## src/rtl/aou_pkg.sv

```systemverilog
`timescale 1ns / 1ps
// Shared types, constants and register codes of the Adam update block.
package aou_pkg;

  localparam int unsigned NUM_PARAMS_DEF = 4096;

  localparam int unsigned CFG_AW = 3;
  localparam int unsigned CFG_DW = 24;
  localparam int unsigned PC_W   = 13;

  localparam logic [15:0] BETA1_RST = 16'd58982;
  localparam logic [15:0] BETA2_RST = 16'd65470;
  localparam logic [23:0] LR_RST    = 24'd167772;
  localparam logic [7:0]  EPS_RST   = 8'd1;
  localparam logic [12:0] PC_RST    = 13'd4096;

  localparam logic [32:0] ONE_Q32  = 33'h1_0000_0000;
  localparam logic [33:0] STEP_CAP = 34'h2_0000_0000;

  localparam int unsigned NUM_W  = 72;
  localparam int unsigned DEN_W  = 41;
  localparam int unsigned ROOT_W = 32;
  localparam int unsigned REM_W  = 42;
  localparam int unsigned CNT_W  = 7;
  localparam logic [6:0]  DIV_STEPS  = 7'd72;
  localparam logic [6:0]  SQRT_STEPS = 7'd32;

  typedef enum logic [2:0] {
    CFG_BETA1       = 3'd0,
    CFG_BETA2       = 3'd1,
    CFG_LEARN_RATE  = 3'd2,
    CFG_EPSILON     = 3'd3,
    CFG_PARAM_COUNT = 3'd4
  } cfg_reg_e;

  typedef enum logic [4:0] {
    OP_NONE,
    OP_LOAD,
    OP_MOM1,
    OP_MOM2,
    OP_SQG,
    OP_VMUL,
    OP_GMUL,
    OP_VSUM,
    OP_POW1,
    OP_POW2,
    OP_CAP_MHAT,
    OP_CAP_R,
    OP_CAP_S,
    OP_CAP_DEN,
    OP_PROD_LO,
    OP_PROD_HI,
    OP_CAP_STEP,
    OP_FINISH
  } op_e;

  typedef enum logic [2:0] {
    U_NONE,
    U_MHAT,
    U_ROOTV,
    U_ROOTD,
    U_DEN,
    U_STEP
  } usel_e;

  typedef enum logic [4:0] {
    ST_IDLE,
    ST_M1,
    ST_M2,
    ST_M3,
    ST_M4,
    ST_M5,
    ST_M6,
    ST_M7,
    ST_M8,
    ST_DIV1,
    ST_DIV1W,
    ST_SQ1,
    ST_SQ1W,
    ST_SQ2,
    ST_SQ2W,
    ST_DIV2,
    ST_DIV2W,
    ST_ML1,
    ST_ML2,
    ST_DIV3,
    ST_DIV3W,
    ST_FIN
  } state_e;

  typedef struct packed {
    op_e   op;
    logic  unit_start;
    usel_e usel;
  } cmd_t;

  typedef struct packed {
    logic unit_done;
    logic out_free;
  } status_t;

endpackage

```

## src/rtl/aou_ctrl.sv

```systemverilog
`timescale 1ns / 1ps
// Sequencer that steps the datapath through one Adam element update.
module aou_ctrl (
  input  logic             clk_i,
  input  logic             rst_ni,
  input  logic             in_valid_i,
  output logic             in_ready_o,
  input  aou_pkg::status_t status_i,
  output aou_pkg::cmd_t    cmd_o
);
  import aou_pkg::*;

  state_e state_q, state_d;

  always_ff @(posedge clk_i or negedge rst_ni) begin
    if (!rst_ni) begin
      state_q <= ST_IDLE;
    end else begin
      state_q <= state_d;
    end
  end

  always_comb begin
    state_d          = state_q;
    in_ready_o       = 1'b0;
    cmd_o.op         = OP_NONE;
    cmd_o.unit_start = 1'b0;
    cmd_o.usel       = U_NONE;
    unique case (state_q)
      ST_IDLE: begin
        in_ready_o = 1'b1;
        if (in_valid_i) begin
          cmd_o.op = OP_LOAD;
          state_d  = ST_M1;
        end
      end
      ST_M1: begin
        cmd_o.op = OP_MOM1;
        state_d  = ST_M2;
      end
      ST_M2: begin
        cmd_o.op = OP_MOM2;
        state_d  = ST_M3;
      end
      ST_M3: begin
        cmd_o.op = OP_SQG;
        state_d  = ST_M4;
      end
      ST_M4: begin
        cmd_o.op = OP_VMUL;
        state_d  = ST_M5;
      end
      ST_M5: begin
        cmd_o.op = OP_GMUL;
        state_d  = ST_M6;
      end
      ST_M6: begin
        cmd_o.op = OP_VSUM;
        state_d  = ST_M7;
      end
      ST_M7: begin
        cmd_o.op = OP_POW1;
        state_d  = ST_M8;
      end
      ST_M8: begin
        cmd_o.op = OP_POW2;
        state_d  = ST_DIV1;
      end
      ST_DIV1: begin
        cmd_o.usel       = U_MHAT;
        cmd_o.unit_start = 1'b1;
        state_d          = ST_DIV1W;
      end
      ST_DIV1W: begin
        cmd_o.usel = U_MHAT;
        if (status_i.unit_done) begin
          cmd_o.op = OP_CAP_MHAT;
          state_d  = ST_SQ1;
        end
      end
      ST_SQ1: begin
        cmd_o.usel       = U_ROOTV;
        cmd_o.unit_start = 1'b1;
        state_d          = ST_SQ1W;
      end
      ST_SQ1W: begin
        cmd_o.usel = U_ROOTV;
        if (status_i.unit_done) begin
          cmd_o.op = OP_CAP_R;
          state_d  = ST_SQ2;
        end
      end
      ST_SQ2: begin
        cmd_o.usel       = U_ROOTD;
        cmd_o.unit_start = 1'b1;
        state_d          = ST_SQ2W;
      end
      ST_SQ2W: begin
        cmd_o.usel = U_ROOTD;
        if (status_i.unit_done) begin
          cmd_o.op = OP_CAP_S;
          state_d  = ST_DIV2;
        end
      end
      ST_DIV2: begin
        cmd_o.usel       = U_DEN;
        cmd_o.unit_start = 1'b1;
        state_d          = ST_DIV2W;
      end
      ST_DIV2W: begin
        cmd_o.usel = U_DEN;
        if (status_i.unit_done) begin
          cmd_o.op = OP_CAP_DEN;
          state_d  = ST_ML1;
        end
      end
      ST_ML1: begin
        cmd_o.op = OP_PROD_LO;
        state_d  = ST_ML2;
      end
      ST_ML2: begin
        cmd_o.op = OP_PROD_HI;
        state_d  = ST_DIV3;
      end
      ST_DIV3: begin
        cmd_o.usel       = U_STEP;
        cmd_o.unit_start = 1'b1;
        state_d          = ST_DIV3W;
      end
      ST_DIV3W: begin
        cmd_o.usel = U_STEP;
        if (status_i.unit_done) begin
          cmd_o.op = OP_CAP_STEP;
          state_d  = ST_FIN;
        end
      end
      ST_FIN: begin
        if (status_i.out_free) begin
          cmd_o.op = OP_FINISH;
          state_d  = ST_IDLE;
        end
      end
      default: begin
        state_d = ST_IDLE;
      end
    endcase
  end

endmodule

```

## config.mk

```make
export PLATFORM = sky130hd
export DESIGN_NAME = aou_ctrl
export DESIGN_NICKNAME = d
export VERILOG_FILES = /design/src/rtl/aou_pkg.sv /design/src/rtl/aou_ctrl.sv
export SDC_FILE = /design/constraint.sdc
export NUM_CORES = 1
export LEC_CHECK = 0
export ABC_AREA = 1
export BUFFER_PORTS_ARGS = -buffer_cell sky130_fd_sc_hd__clkbuf_2
export CORE_UTILIZATION = 47
export DETAILED_ROUTE_END_ITERATION = 8
export PLACE_DENSITY = 0.78
export SKIP_LAST_GASP = 1
export SLEW_MARGIN = 20
export SYNTH_ARGS = -nofsm -noshare
export SYNTH_HDL_FRONTEND = slang
export SYNTH_SLANG_ARGS = --single-unit
```

## constraint.sdc

```tcl
create_clock -name clk_i -period 1.26 [get_ports clk_i]
set_input_delay 0.189 -clock clk_i [delete_from_list [all_inputs] [get_ports clk_i]]
set_output_delay 0.189 -clock clk_i [all_outputs]
set_load 0.05 [all_outputs]
```

==> results.txt, run 1 <==
Outcome -> stopped before the end
Fail Step -> clock tree synthesis
Tool error -> [ERROR DPL-0038] Utilization greater than 100%, impossible to legalize
Register area share after synthesis -> 18.5%
Placed insts -> 175
Clk root buf -> clkbuf_4
Site row count -> 13
Mapped Area -> 678 um^2
Post-CTS sizing -> 60
Worst slack at placement -> -0.344 ns
Xor/xnor share of the synthesized area -> 0%
Die X -> 40.0 um
Routability cong. -> 0.899
Initial core utilization -> 51.5%
Clk sinks -> 5
I/O Buffers -> 14
Synth top area share -> 19.9%
Mux cell area share after synthesis -> 0%
Clk buf depth -> 2
Post-synth cell types -> 21
Syn Inst Count -> 120
Top-level port count -> 15
Mean Syn Cell Area -> 5.65 um^2
# H-tree levels -> 1
DP Wirelength -> 1.95 mm
Area fraction in compound gates after synthesis -> 8.12%
Main area contributors after synthesis -> nand2_1 20%, dfrtp_1 18%, nand3_1 10%, inv_1 8.3%, nor2_1 7.7%
Total CTS buffers -> 3
Cts hold-fix bufs -> 1
Die Ht -> 40.0 um
Syn_nets -> 125
Synth Area in Adders -> 0%
Synthesis-stage register bit count -> 5
Largest family of logic cells by synthesized area -> simple AND/OR/NAND/NOR gates
Setup Buffers After CTS -> 5
Post-Synth Simple-Gate Area -> 61.8%
Post-synth top area cell -> nand2_1
Synth warn -> 0
==> cells by family after synthesis <==
family                 Yosys count
buffers and inverters           19
AND/OR/NAND/NOR                 86
AO/OA/AOI/OAI                   10
flip-flops                       5
==> cell usage after synthesis <==
cell type and number:
nor2_2 2, buf_6 1, nor2_4 3, dfrtp_1 5, and2_1 1, o21bai_1 1, o21ai_1 1, nor4_1 1
nand3_2 2, nand3b_1 2, nor3_1 1, nor2_1 14, nand2_2 6, nand3_1 14, o211ai_1 1, a21oi_1 3
nand4_1 4, o21ai_0 4, nand2_1 36, inv_2 3, inv_1 15
==> metrics by stage <==
| stage | TNS (ns) | area [um^2] |
|---|---|---|
| 2_1_floorplan | -2.10 | 788 |
| 3_3_place_gp | -3.56 | 1070 |
| 3_5_place_dp | -3.85 | 1070 |
==> run 2, diff against run 1 <==
--- a/config.mk
+++ b/config.mk
@@ -7,9 +7,10 @@
 export LEC_CHECK = 0
 export ABC_AREA = 1
 export BUFFER_PORTS_ARGS = -buffer_cell sky130_fd_sc_hd__clkbuf_2
-export CORE_UTILIZATION = 47
+export CORE_AREA = 2 2 63 65
 export DETAILED_ROUTE_END_ITERATION = 8
-export PLACE_DENSITY = 0.78
+export DIE_AREA = 0 0 65 67
+export PLACE_DENSITY_LB_ADDON = 0.15
 export SKIP_LAST_GASP = 1
 export SLEW_MARGIN = 20
 export SYNTH_ARGS = -nofsm -noshare
==> constraint.sdc (replaced) <==
create_clock -name clk_i -period 1.6 [get_ports clk_i]
set_input_delay 0.24 -clock clk_i [delete_from_list [all_inputs] [get_ports clk_i]]
set_output_delay 0.24 -clock clk_i [all_outputs]
set_load 0.05 [all_outputs]
==> results.txt, run 2 <==
Outcome -> complete, but fails checks
Failing checks -> negative setup slack
Top_reg_cell synth -> dfrtp_1
Synth top area share -> 19.9% (unchanged)
Post-synth EDFFs -> 0 (unchanged)
F_max -> 552 MHz
Syn_nets -> 125 (unchanged)
Area of the die -> 4360 um^2
CTS tree -> done
First-pass GRT wire length -> 4.13 mm
Routability cong. -> 0.853 (-5.1%)
Top-level port count -> 15 (unchanged)
RSZ-0062 raised after global routing -> true
Routed WL per cell -> 12.5 um
Reg area -> 131 um^2
Skew final -> 0.00469 ns
Total Wirelength -> 2.77 mm
Share of cells above drive strength 1 -> 60.9%
Power Density -> 2270 nW/um^2
Worst vdd ir -> 1.45 mV
Critical Path Sink Type -> output port
Largest net degree at the start of global routing -> 8
Max-slew violations -> 0
Startpoint types -> flop
WS Path Type -> reg -> out
Post-synth cell types -> 21 (unchanged)
Grt ovf -> 0
Normalized max-slew margin -> 78.4%
Die Ht -> 67 um (+68%)
Initial core utilization -> 18.8% (-33 points)
Total CTS buffers -> 3 (unchanged)
Clk root buf -> clkbuf_8
Worst-Skew Late Latency -> 0.22 ns
Mean Syn Cell Area -> 5.65 um^2 (unchanged)
Post-route core utilization -> 39.9%
Arrival time worst endpoint -> 1.57 ns
Vias -> 991
Max-Cap Viols -> 0
Tcrit/Tclk final -> 113%
Req. time, crit path -> 1.36 ns
Mapped Area -> 678 um^2 (unchanged)
Register area share after synthesis -> 18.5% (unchanged)
Most frequent cells after synthesis -> 36 x nand2_1, 15 x inv_1, 14 x nand3_1, 14 x nor2_1, 6 x nand2_2
Layout area overhead -> 112%
Post-synth top area cell -> nand2_1
All-layer global routing usage -> 12.3%
Antenna Cells -> 0
Core ar. -> 3610 um^2
Syn Inst Count -> 120 (unchanged)
Site row count -> 22 (+9)
Fillers -> 372
Final worst slack -> -0.211 ns
Initial antenna violation count -> 0
Final hold viol count -> 0
I/O Buffers -> 14 (unchanged)
Critical path peak fanout -> 4
# setup viols final -> 11
Die X -> 65 um (+63%)
Multi-input logic area -> 632 um^2
Leakage -> 0.737 nW
Commonest cells after routing, fill and taps aside -> 30 x buf_4, 23 x nand2_1, 16 x nand2_2
DR pass1 iterations -> 4
Max FFs per register -> 5
Main area contributors after synthesis -> nand2_1 20%, dfrtp_1 18%, nand3_1 10%, inv_1 8.3%, nor2_1 7.7%
DP Wirelength -> 1.97 mm (+0.98%)
# H-tree levels -> 1 (unchanged)
Clk sinks -> 5 (unchanged)
Antenna Nets Post-Route -> 0
Vias per inst -> 4.46
Commonest non-fill, non-tap cell in the layout -> buf_4
Most common cell in the netlist -> nand2_1
R2R cell count -> 10
Biggest regs -> state_q x5
Final TNS setup -> -1.48 ns
Time the worst path needs with I/O delays and setup -> 1.81 ns
Post-synthesis async set-or-reset flop share -> 100% (unchanged)
Total power -> 0.00327 W
Number of remaining DRC errors -> 0
Synthesis-stage register bit count -> 5 (unchanged)
Number of nets in the layout -> 180
Reg clk slew, reported paths -> 0.04 ns
Synth warn -> 0 (unchanged)
Initial drt markers -> 45
Vias in the first global route -> 878
Most flop-heavy register -> state_q
Min-delay worst type -> in -> async
Clk buf depth -> 2 (unchanged)
Slew @ Worst Pin -> 0.323 ns
## run 2: repair_timing
| item | 4_1_cts | 5_1_grt |
|---|---|---|
| cloned | 0 | 0 |
| pin swaps | 8 | 13 |
| setup buffers | 3 | 9 |
| hold endpoints to repair | 5 | 0 |
| setup endpoints to repair | 10 | 12 |
| resized for setup | 40 | 32 |
| hold buffers | 1 | 0 |
## run 2: metrics by stage
stage               hold slack (ns)  instance area [um^2]  worst slack (ns)  std cells
global placement             0.0673                  1060            -0.144        205
global route                  0.403                  1440            -0.257        222
detailed placement           0.0670                  1060            -0.119        205
finish                        0.373                  1440            -0.211        222
floorplan                   -0.0556                   697            -0.165        120
CTS                           0.382                  1280            -0.167        213
## run 2: cells by family (layout without fill, tap and decap cells)
kind of cell	Yosys count	count (layout)	synth area share, %
compound gates	10	10	8.12
buf+inv	19	73	11.6
flops	5	5	18.5
simple gates	86	86	61.8
## run 2: final timing paths
kind,from,endpoint,slack (ns)
hold reg to reg,state_q[4],state_q[4],0.70
setup / recovery,state_q[1],cmd_o[0],-0.21
min in group clk_i,status_i[0],state_q[0],0.42
max in group asynchronous,rst_ni,state_q[4],1.07
hold / removal,rst_ni,state_q[3],0.37
setup reg to reg,state_q[1],state_q[2],-0.04
## run 2: routing by layer
layer	part of all wire [%]	global-route usage [%]	up-vias	wire (um)
met5	0	0	-	0
li1	-	-	497	-
met1	47	17.3	469	1300
met4	0.43	2.39	0	12
met2	49	19.6	23	1370
met3	3.3	2.03	2	91
## run 2: critical path, stage by stage (launching register included)
cell     delay (ns)
dfrtp_2        0.44
nor2_4         0.18
buf_4          0.15
nand3_4        0.09
o21ai_1        0.14
nor2_1         0.09
nand2_1        0.11
buf_12         0.14
## run 2: power breakdown
group | internal [W] | total [W] | switching [W]
logic | 0.00117 | 0.00272 | 0.00155
registers | 0.000195 | 0.000315 | 0.000119
clock network | 0.000171 | 0.000238 | 0.0000663
## run 2: area by class of cell
| cell class | count | area share [%] |
|---|---|---|
| timing repair buffer | 51 | 34.3 |
| multi-input combinational | 96 | 43.9 |
| inverter | 18 | 5.39 |
| tap | 48 | 4.17 |
| clock buffer | 4 | 3.13 |
| sequential | 5 | 9.13 |
No activity file was read; power rests on OpenSTA's default activity.
==> run 3, diff against run 2 <==
--- a/config.mk
+++ b/config.mk
@@ -11,6 +11,7 @@
 export DETAILED_ROUTE_END_ITERATION = 8
 export DIE_AREA = 0 0 65 67
 export PLACE_DENSITY_LB_ADDON = 0.15
+export SKIP_CTS_REPAIR_TIMING = 1
 export SKIP_LAST_GASP = 1
 export SLEW_MARGIN = 20
 export SYNTH_ARGS = -nofsm -noshare
==> results.txt, run 3 (synthesis gave the netlist of run 2 again) <==
Outcome -> complete, but fails checks
Failing checks -> negative setup slack
Vias in the first global route -> 830 (-5.5%)
Time the worst path needs with I/O delays and setup -> 1.78 ns (-0.0282 ns)
Clk sinks -> 5 (unchanged)
Worst reg2reg startpoint -> state_q[2]
Critical Path Sink Type -> output port
Layout area overhead -> 96.7%
Initial drt markers -> 48 (+6.7%)
Skew final -> 0.00100 ns (-0.00369 ns)
Normalized max-slew margin -> 80.4% (+2.1 points)
All-layer global routing usage -> 11.6% (-0.68 points)
WS Path Type -> reg -> out
Max-Cap Viols -> 0 (unchanged)
CTS tree -> done
Routed WL per cell -> 11.8 um (-5.9%)
Arrival time worst endpoint -> 1.54 ns (-0.03 ns)
Commonest non-fill, non-tap cell in the layout -> buf_4
Share of cells above drive strength 1 -> 57.6% (-3.3 points)
Total power -> 0.00298 W (-9.0%)
Critical path peak fanout -> 6 (+2)
Power Density -> 2230 nW/um^2 (-1.8%)
Reg clk slew, reported paths -> 0.04 ns (about the same)
Min-delay worst type -> in -> async
Commonest cells after routing, fill and taps aside -> 29 x buf_4, 25 x nand2_1, 15 x nand2_2
Die Ht -> 67 um (unchanged)
Max-slew violations -> 0 (unchanged)
Total CTS buffers -> 3 (unchanged)
Site row count -> 22 (unchanged)
DP Wirelength -> 1.97 mm (unchanged)
Initial core utilization -> 18.8% (unchanged)
Most flop-heavy register -> state_q
Final worst slack -> -0.183 ns (+0.0282 ns)
Total Wirelength -> 2.56 mm (-7.6%)
Area of the die -> 4360 um^2 (unchanged)
Clk buf depth -> 2 (unchanged)
Vias -> 959 (-3.2%)
Tcrit/Tclk final -> 111% (-1.8 points)
Number of nets in the layout -> 176 (-2.2%)
DR pass1 iterations -> 4 (unchanged)
Req. time, crit path -> 1.36 ns (about the same)
Largest net degree at the start of global routing -> 10 (+2)
Final TNS setup -> -1.38 ns (+0.105 ns)
Top-level port count -> 15 (unchanged)
Die X -> 65 um (unchanged)
Core ar. -> 3610 um^2 (unchanged)
R2R cell count -> 11 (+1)
RSZ-0062 raised after global routing -> true
# setup viols final -> 11 (unchanged)
I/O Buffers -> 14 (unchanged)
Leakage -> 0.694 nW (-5.9%)
F_max -> 561 MHz (+1.6%)
Routability cong. -> 0.853 (unchanged)
Slew @ Worst Pin -> 0.291 ns (-0.0320 ns)
Reg2reg setup slack -> -0.02 ns (+0.02 ns)
Antenna Cells -> 0 (unchanged)
Biggest regs -> state_q x5
Startpoint types -> flop
Worst vdd ir -> 1.15 mV (-21%)
Final hold viol count -> 0 (unchanged)
Worst-Skew Late Latency -> 0.22 ns (about the same)
First-pass GRT wire length -> 3.89 mm (-5.7%)
# H-tree levels -> 1 (unchanged)
Clk root buf -> clkbuf_8
Vias per inst -> 4.40 (-1.5%)
Number of remaining DRC errors -> 0 (unchanged)
RR Endpoint -> state_q[0]
Max FFs per register -> 5 (unchanged)
Grt ovf -> 0 (unchanged)
Initial antenna violation count -> 0 (unchanged)
Antenna Nets Post-Route -> 0 (unchanged)
run 3: changes by cell type in the layout (fill, tap and decap cells not counted), moves of 2 or more:
cell     change
inv_1        +2
buf_6        +2
buf_8        -6
inv_4        -2
nand2_1      +2
run 3: worst max-delay path by stage:
| stage | depth (start not counted) | end | slack [ns] | startpoint |
|---|---|---|---|---|
| after floorplan | 5 | cmd_o[4] | -0.17 | state_q[1] |
| after global placement | 6 | cmd_o[5] | -0.14 | state_q[2] |
| after detailed placement | 6 | cmd_o[5] | -0.12 | state_q[2] |
| after CTS | 6 | cmd_o[5] | -0.36 | state_q[2] |
| after global routing | 5 | cmd_o[8] | -0.24 | state_q[3] |
| final | 6 | cmd_o[3] | -0.18 | state_q[2] |
run 3: area by class of cell:
type | instances | area [um^2]
inverter | 18 | 72.6
timing repair buffer | 46 | 423
clock buffer | 4 | 45.0
multi-input combinational | 97 | 602
sequential | 5 | 131
fill | 377 | 2270
tap | 48 | 60.1
run 3: routing by layer:
| layer | global-route usage (%) | routed length [um] |
|---|---|---|
| met1 | 16.6 | 1230 |
| met3 | 2.20 | 112 |
| met2 | 17.9 | 1210 |
| met4 | 2.39 | 6 |
| met5 | 0 | 0 |
run 3: stage by stage:
step	instances	worst slack, ns	util [%]	hold WS (ns)	area [um^2]
4_1_cts	209	-0.357	30.5	-0.169	1100
2_1_floorplan	120	-0.165	-	-0.0556	697
3_3_place_gp	205	-0.144	29.3	0.0673	1060
6_report	218	-0.183	37.0	0.376	1330
5_1_grt	218	-0.244	37.0	0.396	1330
3_5_place_dp	205	-0.119	29.3	0.0670	1060
run 3: power by group:
group | switching, W | total [W] | internal, W
clock | 0.0000617 | 0.000233 | 0.000171
sequential | 0.000121 | 0.000316 | 0.000195
combinational | 0.00143 | 0.00243 | 0.000997
run 3: critical path, stage by stage, from the launching register on:
cell	delay, ns
dfrtp_2	0.47
nor2_4	0.17
nand2_2	0.10
nand2_1	0.10
nand2_2	0.08
o211ai_1	0.16
clkbuf_16	0.23
==> run 4, diff against run 3 <==
--- a/config.mk
+++ b/config.mk
@@ -8,6 +8,7 @@
 export ABC_AREA = 1
 export BUFFER_PORTS_ARGS = -buffer_cell sky130_fd_sc_hd__clkbuf_2
 export CORE_AREA = 2 2 63 65
+export CTS_BUF_LIST = sky130_fd_sc_hd__clkbuf_8
 export DETAILED_ROUTE_END_ITERATION = 8
 export DIE_AREA = 0 0 65 67
 export PLACE_DENSITY_LB_ADDON = 0.15
==> results.txt, run 4 (synthesis gave the netlist of run 2 again) <==
WHS -> 0.377 ns (+0.000636 ns)
Placed insts -> 205 (unchanged)
Final instance area -> 1330 um^2 (unchanged)
Site row count -> 22 (unchanged)
Power Density -> 2230 nW/um^2 (-0.16%)
Time the worst path needs with I/O delays and setup -> 1.78 ns (+0.00160 ns)
Max-slew violations -> 0 (unchanged)
Vias -> 957 (-0.21%)
Outcome -> complete, but fails checks
Number of nets in the layout -> 176 (unchanged)
Worst-Skew Late Latency -> 0.22 ns (about the same)
Initial core utilization -> 18.8% (unchanged)
Clk sinks -> 5 (unchanged)
First-pass GRT wire length -> 3.89 mm (unchanged)
Antenna Cells -> 0 (unchanged)
Critical Path Sink Type -> output port
Leakage -> 0.698 nW (+0.60%)
Die Ht -> 67 um (unchanged)
Crit path launch -> state_q[2]
Vias in the first global route -> 830 (unchanged)
Clk root buf -> clkbuf_8
Req. time, crit path -> 1.36 ns (about the same)
Clk buf depth -> 2 (unchanged)
Initial antenna violation count -> 0 (unchanged)
I/O Buffers -> 14 (unchanged)
DP Wirelength -> 1.97 mm (unchanged)
Tcrit/Tclk final -> 112% (about the same)
Skew final -> 0.000227 ns (-0.000775 ns)
Initial drt markers -> 48 (unchanged)
Min-delay worst type -> in -> async
Critical path peak fanout -> 6 (unchanged)
Routability cong. -> 0.853 (unchanged)
Arrival time worst endpoint -> 1.54 ns (about the same)
Share of cells above drive strength 1 -> 57.6% (unchanged)
Final std cells w/o fill -> 218 (unchanged)
Total Wirelength -> 2.56 mm (about the same)
Most flop-heavy register -> state_q
Max FFs per register -> 5 (unchanged)
Commonest cells after routing, fill and taps aside -> 29 x buf_4, 25 x nand2_1, 15 x nand2_2
Layout area overhead -> 96.7% (unchanged)
Slew @ Worst Pin -> 0.291 ns (+0.00000119 ns)
WS Path Type -> reg -> out
Area of the die -> 4360 um^2 (unchanged)
Placed instance area -> 1060 um^2 (unchanged)
# H-tree levels -> 1 (unchanged)
CTS tree -> done
# setup viols final -> 11 (unchanged)
Biggest regs -> state_q x5
F_max -> 560 MHz (about the same)
Fillers -> 377 (unchanged)
Top-level port count -> 15 (unchanged)
DR pass1 iterations -> 4 (unchanged)
Antenna Nets Post-Route -> 0 (unchanged)
Number of remaining DRC errors -> 0 (unchanged)
Reg clk slew, reported paths -> 0.04 ns (about the same)
Die X -> 65 um (unchanged)
Startpoint types -> flop
Total CTS buffers -> 3 (unchanged)
Failing checks -> negative setup slack
RSZ-0062 raised after global routing -> true
Final worst slack -> -0.185 ns (-0.00160 ns)
Routed WL per cell -> 11.8 um (about the same)
Worst reg2reg startpoint -> state_q[2]
Max-Cap Viols -> 0 (unchanged)
Normalized max-slew margin -> 80.4% (about the same)
Largest net degree at the start of global routing -> 10 (unchanged)
R2R cell count -> 11 (unchanged)
Vias per inst -> 4.39 (-0.21%)
Commonest non-fill, non-tap cell in the layout -> buf_4
All-layer global routing usage -> 11.6% (unchanged)
Worst vdd ir -> 1.15 mV (about the same)
Grt ovf -> 0 (unchanged)
Final hold viol count -> 0 (unchanged)
Core ar. -> 3610 um^2 (unchanged)
run 4: changes by cell type in the layout (fill, tap and decap cells not counted):
cell,delta
inv_1,+1
clkbuf_1,-1
run 4: stage by stage:
step | TNS [ns] | total power [W] | setup WS [ns] | util (%)
after global routing | -2.23 | 0.00316 | -0.244 | 37.0
after CTS | -2.82 | 0.00245 | -0.357 | 30.5
after detailed placement | -0.574 | 0.00221 | -0.119 | 29.3
after floorplan | -0.244 | 0.00149 | -0.165 | -
after global placement | -0.727 | 0.00225 | -0.144 | 29.3
final | -1.39 | 0.00297 | -0.185 | 37.0
run 4: worst paths after layout:
kind | slack (ns) | end
max in group asynchronous | 1.07 | state_q[4]
hold / removal | 0.38 | state_q[0]
setup reg to reg | -0.02 | state_q[0]
min in group clk_i | 0.40 | state_q[0]
setup / recovery | -0.18 | cmd_o[3]
hold reg to reg | 0.70 | state_q[4]
run 4: worst max-delay path: stages (launching register included):
cell and delay, ns:
dfrtp_2 0.47, nor2_4 0.17, nand2_2 0.10, nand2_1 0.10, nand2_2 0.08, o211ai_1 0.16
clkbuf_16 0.23
run 4: routing by layer:
metal,up-vias,GRT usage (%),share of wire (%)
met5,-,0,0
met4,0,2.39,0.23
met3,2,2.20,4.4
met2,25,17.9,47
met1,441,16.6,48
li1,489,-,-
run 4: layout make-up:
class	instances	area, um^2	area share [%]
clock inverter	1	3.75	0.281
inverter	18	72.6	5.44
tap	48	60.1	4.50
timing repair buffer	46	423	31.7
sequential	5	131	9.85
multi-input combinational	97	602	45.1
clock buffer	3	41.3	3.10
run 4: report_power, final:
group          switching (W)  internal [W]
clock network      0.0000628      0.000165
registers           0.000121      0.000195
logic                0.00143      0.000997
total                0.00162       0.00136
